$ cat config.mk
export PLATFORM = sky130hd
export DESIGN_NAME = mrwt_control
export DESIGN_NICKNAME = d
export VERILOG_FILES = /design/src/sv/mrwt_pkg.sv /design/src/sv/mrwt_control.sv
export VERILOG_INCLUDE_DIRS = /design/src /design/src/sv
export SDC_FILE = /design/constraint.sdc
export NUM_CORES = 1
export LEC_CHECK = 0
export ABC_CLOCK_PERIOD_IN_PS = 4370
export BUFFER_PORTS_ARGS = -buffer_cell sky130_fd_sc_hd__buf_2
export CORE_MARGIN = 2
export CORE_UTILIZATION = 41
export DETAILED_ROUTE_END_ITERATION = 12
export PLACE_DENSITY = 0.69
export SYNTH_ARGS = -nofsm -noshare
export SYNTH_HDL_FRONTEND = slang
export SYNTH_SLANG_ARGS = --single-unit
$ cat constraint.sdc
create_clock -name clock -period 4.37 [get_ports clock]
set_input_delay 0.2185 -clock clock [delete_from_list [all_inputs] [get_ports clock]]
set_output_delay 0.2185 -clock clock [all_outputs]
set_load 0.01 [all_outputs]
$ cat src/sv/assert_macros.svh
`ifndef ASSERT_MACROS_SVH
`define ASSERT_MACROS_SVH
// implication checks sampled on clock, off during reset
`define ASSERT_IMP(label, clk, rst, ante, cons) \
   label: assert property (@(posedge clk) disable iff (rst) (ante) |-> (cons)) \
      else $error("same-cycle check failed");
`define ASSERT_NEXT(label, clk, rst, ante, cons) \
   label: assert property (@(posedge clk) disable iff (rst) (ante) |=> (cons)) \
      else $error("next-cycle check failed");
`endif

$ cat src/sv/mrwt_pkg.sv
package mrwt_pkg;
   localparam logic [1:0] VERDICT_BELOW_TWO = 2'd0;
   localparam logic [1:0] VERDICT_TWO       = 2'd1;
   localparam logic [1:0] VERDICT_COMPOSITE = 2'd2;
   localparam logic [1:0] VERDICT_PROBABLE  = 2'd3;

   typedef enum logic [2:0] {
      OP_NONE,
      OP_LOAD,
      OP_SHIFT,
      OP_REDUCE,
      OP_MUL_RES,
      OP_MUL_SQ,
      OP_SQR_CUR,
      OP_TAKE_POW
   } op_type;

   typedef struct packed {
      op_type     op;
   } cmd_type;

   typedef struct packed {
      logic       mul_busy;
      logic       small_n;
      logic       n_is_two;
      logic       n_even;
      logic       x_odd;
      logic       x_zero;
      logic       twos_zero;
      logic       cur_is_one;
      logic       nontrivial;
   } status_type;
endpackage

$ cat src/sv/mrwt_control.sv
module mrwt_control import mrwt_pkg::*; (
   input  logic       clock,
   input  logic       reset,
   input  logic       req_valid,
   output logic       req_ready,
   output logic       rsp_valid,
   input  logic       rsp_ready,
   output logic [1:0] rsp_verdict,
   output cmd_type    cmd,
   input  status_type status
);
`include "assert_macros.svh"
   localparam logic [3:0] S_IDLE = 4'd0, S_SPLIT = 4'd1, S_RED = 4'd2, S_POW = 4'd3,
      S_PWAIT = 4'd4, S_SQWAIT = 4'd5, S_FIN = 4'd6, S_SQR = 4'd7, S_SQRW = 4'd8,
      S_OUT = 4'd9, S_REDW = 4'd10, S_POWX = 4'd11;

   logic [3:0] state_ff, state_in;
   logic [1:0] verdict_ff, verdict_in;
   logic [5:0] left_ff, left_in;
   logic [5:0] tcnt_ff, tcnt_in;

   // input stays held (valid until accepted); accept at the end
   assign req_ready   = (state_ff == S_OUT) && rsp_ready;
   assign rsp_valid   = (state_ff == S_OUT);
   assign rsp_verdict = verdict_ff;

   always_comb begin
      state_in   = state_ff;
      verdict_in = verdict_ff;
      left_in    = left_ff;
      tcnt_in    = tcnt_ff;
      cmd.op     = OP_NONE;
      unique case (state_ff)
         S_IDLE: if (req_valid) begin
            priority if (status.small_n) begin
               verdict_in = VERDICT_BELOW_TWO; state_in = S_OUT;
            end else if (status.n_is_two) begin
               verdict_in = VERDICT_TWO; state_in = S_OUT;
            end else if (status.n_even) begin
               verdict_in = VERDICT_COMPOSITE; state_in = S_OUT;
            end else begin
               cmd.op = OP_LOAD; state_in = S_SPLIT;
            end
         end
         S_SPLIT: if (status.x_odd) begin
            cmd.op = OP_REDUCE; state_in = S_REDW;
         end else cmd.op = OP_SHIFT;
         S_REDW: if (!status.mul_busy) state_in = S_POW;
         S_POW: if (status.x_zero) state_in = S_POWX;
            else if (status.x_odd) begin cmd.op = OP_MUL_RES; state_in = S_PWAIT; end
            else begin cmd.op = OP_MUL_SQ; state_in = S_SQWAIT; end
         S_PWAIT: if (!status.mul_busy) begin cmd.op = OP_MUL_SQ; state_in = S_SQWAIT; end
         S_SQWAIT: if (!status.mul_busy) begin cmd.op = OP_SHIFT; state_in = S_POW; end
         S_POWX: begin cmd.op = OP_TAKE_POW; state_in = S_FIN; end
         S_FIN: if (status.twos_zero) begin
            verdict_in = status.cur_is_one ? VERDICT_PROBABLE : VERDICT_COMPOSITE;
            state_in = S_OUT;
         end else begin
            tcnt_in = '0; state_in = S_SQR;
         end
         S_SQR: begin cmd.op = OP_SQR_CUR; state_in = S_SQRW; end
         S_SQRW: if (!status.mul_busy) begin
            if (status.nontrivial) begin
               verdict_in = VERDICT_COMPOSITE; state_in = S_OUT;
            end else if (tcnt_ff + 6'd1 == left_ff) begin
               verdict_in = status.cur_is_one ? VERDICT_PROBABLE : VERDICT_COMPOSITE;
               state_in = S_OUT;
            end else begin
               tcnt_in = tcnt_ff + 6'd1; state_in = S_SQR;
            end
         end
         S_OUT: if (rsp_ready) state_in = S_IDLE;
         default: state_in = S_IDLE;
      endcase
      if (cmd.op == OP_LOAD) left_in = '0;
      else if (cmd.op == OP_SHIFT && state_ff == S_SPLIT) left_in = left_ff + 6'd1;
   end

   always_ff @(posedge clock) begin
      if (reset) begin
         state_ff <= S_IDLE;
         left_ff  <= '0;
         tcnt_ff  <= '0;
      end else begin
         state_ff <= state_in;
         left_ff  <= left_in;
         tcnt_ff  <= tcnt_in;
      end
      verdict_ff <= verdict_in;
   end

   `ASSERT_IMP(a_ready_only_out, clock, reset, req_ready, rsp_valid)
   `ASSERT_NEXT(a_out_leaves, clock, reset, rsp_valid && rsp_ready, state_ff == S_IDLE)
   `ASSERT_IMP(a_no_cmd_busy, clock, reset, status.mul_busy, cmd.op == OP_NONE)
endmodule

==> metrics <==
Crit Path Class=reg2reg; final hold slack=~0.20 ns; slew of the pin with the lowest slew margin=0.819 ns; initial antenna violation count=0; run status=finished, final reports clean; height of the die=between 60 and 70 microns; Top Family by Delay on Critical Path=compound AO/OA/AOI/OAI gates; Resize count post-CTS=0; Max Cap Violations=0; final setup violation count=0; buffers plus inverters on the worst setup path=0; Worst Clk Skew=about 0.0054 ns; antenna-violating nets left=0; share of cells above drive strength 1=17.8%; gpl congestion=approximately 0.8; Slew HR=45.3%; syn avg cell area=8.18 sq um; Main synth FF type=dfxtp_1; drt pass-1 iters=4; die width=roughly 62 microns; largest net degree at the start of global routing=25; crit path cell chain=ha_1 -> nand2b_1 -> o211a_1 -> o32ai_2 -> a21oi_2 -> nor4_1; period utilization=a little over half; IO buf count=19; Sink Count=18; Max Freq=0.434 GHz; highest-delay cell along the critical path=nor4_1; asr flop ratio synth=0%; EDFF count, synth=2; Critical Path Source Type=flop; DPL Wire Length=between 2000 and 2500 microns; Nets=around 200; CTS tree=built; Warnings, synthesis=0; PD cells=around 440 nW/um^2; GRT Total Usage=around 16%; routed length per instance=12.5 microns; worst min path class=in2reg; syn_nets=around 190; post-synthesis sequential area ratio=27.4%; mapped cell area=1390 sq um; crit-path max FO=6; Worst EP required=about 4.3 ns; DR iter-0 viols=50; RSZ-0062 raised after global routing=false; Seq cells post-synth=18; crit path DAT=approximately 2.3 ns; CTS clk-pin slew, worst paths=0.11 ns; setup tns final=0 ns; DRC=0; CTS Hold Bufs=0; number of buffers added for setup after CTS=0; Inserted Clock Buffers=3; vias in the first global route=roughly 1200; diodes inserted=0; synth-to-layout area growth=9.27%; CTS Root Buffer Type=clkbuf_4; Tmin final=roughly 2.3 ns; number of unique standard cell types used by synthesis=56; max-slew violations=0; grt ovf=0; LEAKAGE=between 0.5 and 0.6 nW; Die Footprint=just under 4000 sq um; reg-to-reg setup timing slack=~2.1 ns; FP Rows=21; Syn Inst Count=170; via count=~1200; worst skew pair latency=around 0.28 ns; CORE AREA=around 3300 sq um; CTS H-tree lvls=1; Clock Path Buffers=2; Crit. End Element=flop; DR vias/cell=about 5.3; DRT Wirelength=between 2000 and 3000 microns; worst vdd ir=approximately 190 uV; Top-Level Pins=20; Final Hold Fails=0; CP peak stage delay=approximately 0.46 ns; Starting Density=between 40 and 50%; first-pass GRT wire length=about 5200 microns
Yosys cell counts (all sizes together) (2+ instances only):
| master | n | area [sq um] |
|---|---|---|
| nor2 | 24 | 90.1 |
| nand2 | 19 | 71.3 |
| dfxtp | 16 | 320 |
| a21oi | 8 | 43.8 |
| nand2b | 8 | 50.1 |
| xor2 | 8 | 70.1 |
| o21ai | 7 | 35.0 |
| nand3 | 6 | 30.0 |
| nor2b | 6 | 37.5 |
| buf | 5 | 38.8 |
| xnor2 | 5 | 43.8 |
| a31oi | 4 | 31.3 |
| and2 | 3 | 18.8 |
| clkbuf | 3 | 11.3 |
| inv | 3 | 11.3 |
| mux2i | 3 | 30.0 |
| nor4 | 3 | 48.8 |
| a21o | 2 | 15.0 |
| a22oi | 2 | 15.0 |
| a32o | 2 | 21.3 |
| and4 | 2 | 17.5 |
| edfxtp | 2 | 60.1 |
| ha | 2 | 25.0 |
| nand3b | 2 | 15.0 |
| nand4 | 2 | 12.5 |
| o32ai | 2 | 25.0 |
area by class of cell:
class,instances,area (sq um)
well taps,46,57.6
fillers,323,1770
clock buffers,4,26.3
flip-flops and latches,18,380
inverters,3,11.3
repair buffers,19,95.1
multi-input cells,141,948
worst paths after layout:
kind | startpoint | to | depth (start not counted)
max | tcnt_ff[0]$_SDFFE_PP0P_ | rsp_verdict[0]$_DFFE_PP_ | 6
min reg2reg | tcnt_ff[5]$_SDFFE_PP0P_ | tcnt_ff[5]$_SDFFE_PP0P_ | 2
max reg2reg | tcnt_ff[0]$_SDFFE_PP0P_ | rsp_verdict[0]$_DFFE_PP_ | 6
min | reset | state_ff[3]$_SDFFE_PP0P_ | 2
power by group:
| group | leakage, nW | internal [mW] | switching [mW] |
|---|---|---|---|
| Combinational | 0.422 | 0.140 | 0.162 |
| Sequential | 0.149 | 0.197 | 0.0822 |
| Clock | 0.0150 | 0.0354 | 0.0518 |
| Total | 0.586 | 0.372 | 0.296 |
registers in the layout (all words and copies together) (netlist names):
signal / cells
tcnt_ff: 6
rsp_verdict: 2
state_ff: 4
left_ff: 6
worst reg2reg max path: cells and delay by family (launching register included):
kind	cells	cell delay, ns
AO/OA/AOI/OAI	3	0.72
AND/OR/NAND/NOR	2	0.55
flip-flops	1	0.44
adder cells (fa/ha/maj)	1	0.26
layer usage:
layer / vias to the layer above / part of all wire (%) / global-route usage [%]
li1: 649 / - / -
met1: 559 / 51 / 22.8
met2: 22 / 47 / 25.5
met3: 0 / 2.5 / 2.36
met4: 0 / 0 / 3.33
met5: - / 0 / 0
placed cells by master, fill, tap and decap left out, types with 4 or more instances in the layout:
cell type	instances
a21oi_1	7
o21ai_0	4
nand2_1	19
dfxtp_1	16
xor2_1	8
nor2b_1	6
xnor2_1	5
nand2b_1	8
nor2_1	24
buf_2	19
nand3_1	6
through the flow:
| step | instances | utilization (%) | instance area [sq um] | total power [mW] | worst slack (ns) |
|---|---|---|---|---|---|
| 3_5_place_dp | 227 | 45.4 | 1490 | 0.584 | 2.06 |
| 6_report | 231 | 46.2 | 1520 | 0.668 | 2.06 |
| 3_3_place_gp | 227 | 45.4 | 1490 | 0.583 | 2.12 |
| 2_1_floorplan | 170 | - | 1390 | 0.524 | 2.34 |
| 4_1_cts | 231 | 46.2 | 1520 | 0.670 | 2.07 |
| 5_1_grt | 231 | 46.2 | 1520 | 0.729 | 1.79 |
logic make-up after synthesis:
| family | count (synthesis) | share of synthesized area (%) |
|---|---|---|
| simple gates | 83 | 33.7 |
| compound gates | 40 | 22.4 |
| flops | 18 | 27.4 |
| xor+xnor | 13 | 8.19 |
| buf+inv | 11 | 4.41 |
| mux | 3 | 2.16 |
| fa+ha+maj | 2 | 1.80 |
(Power assumes the default switching activity.)
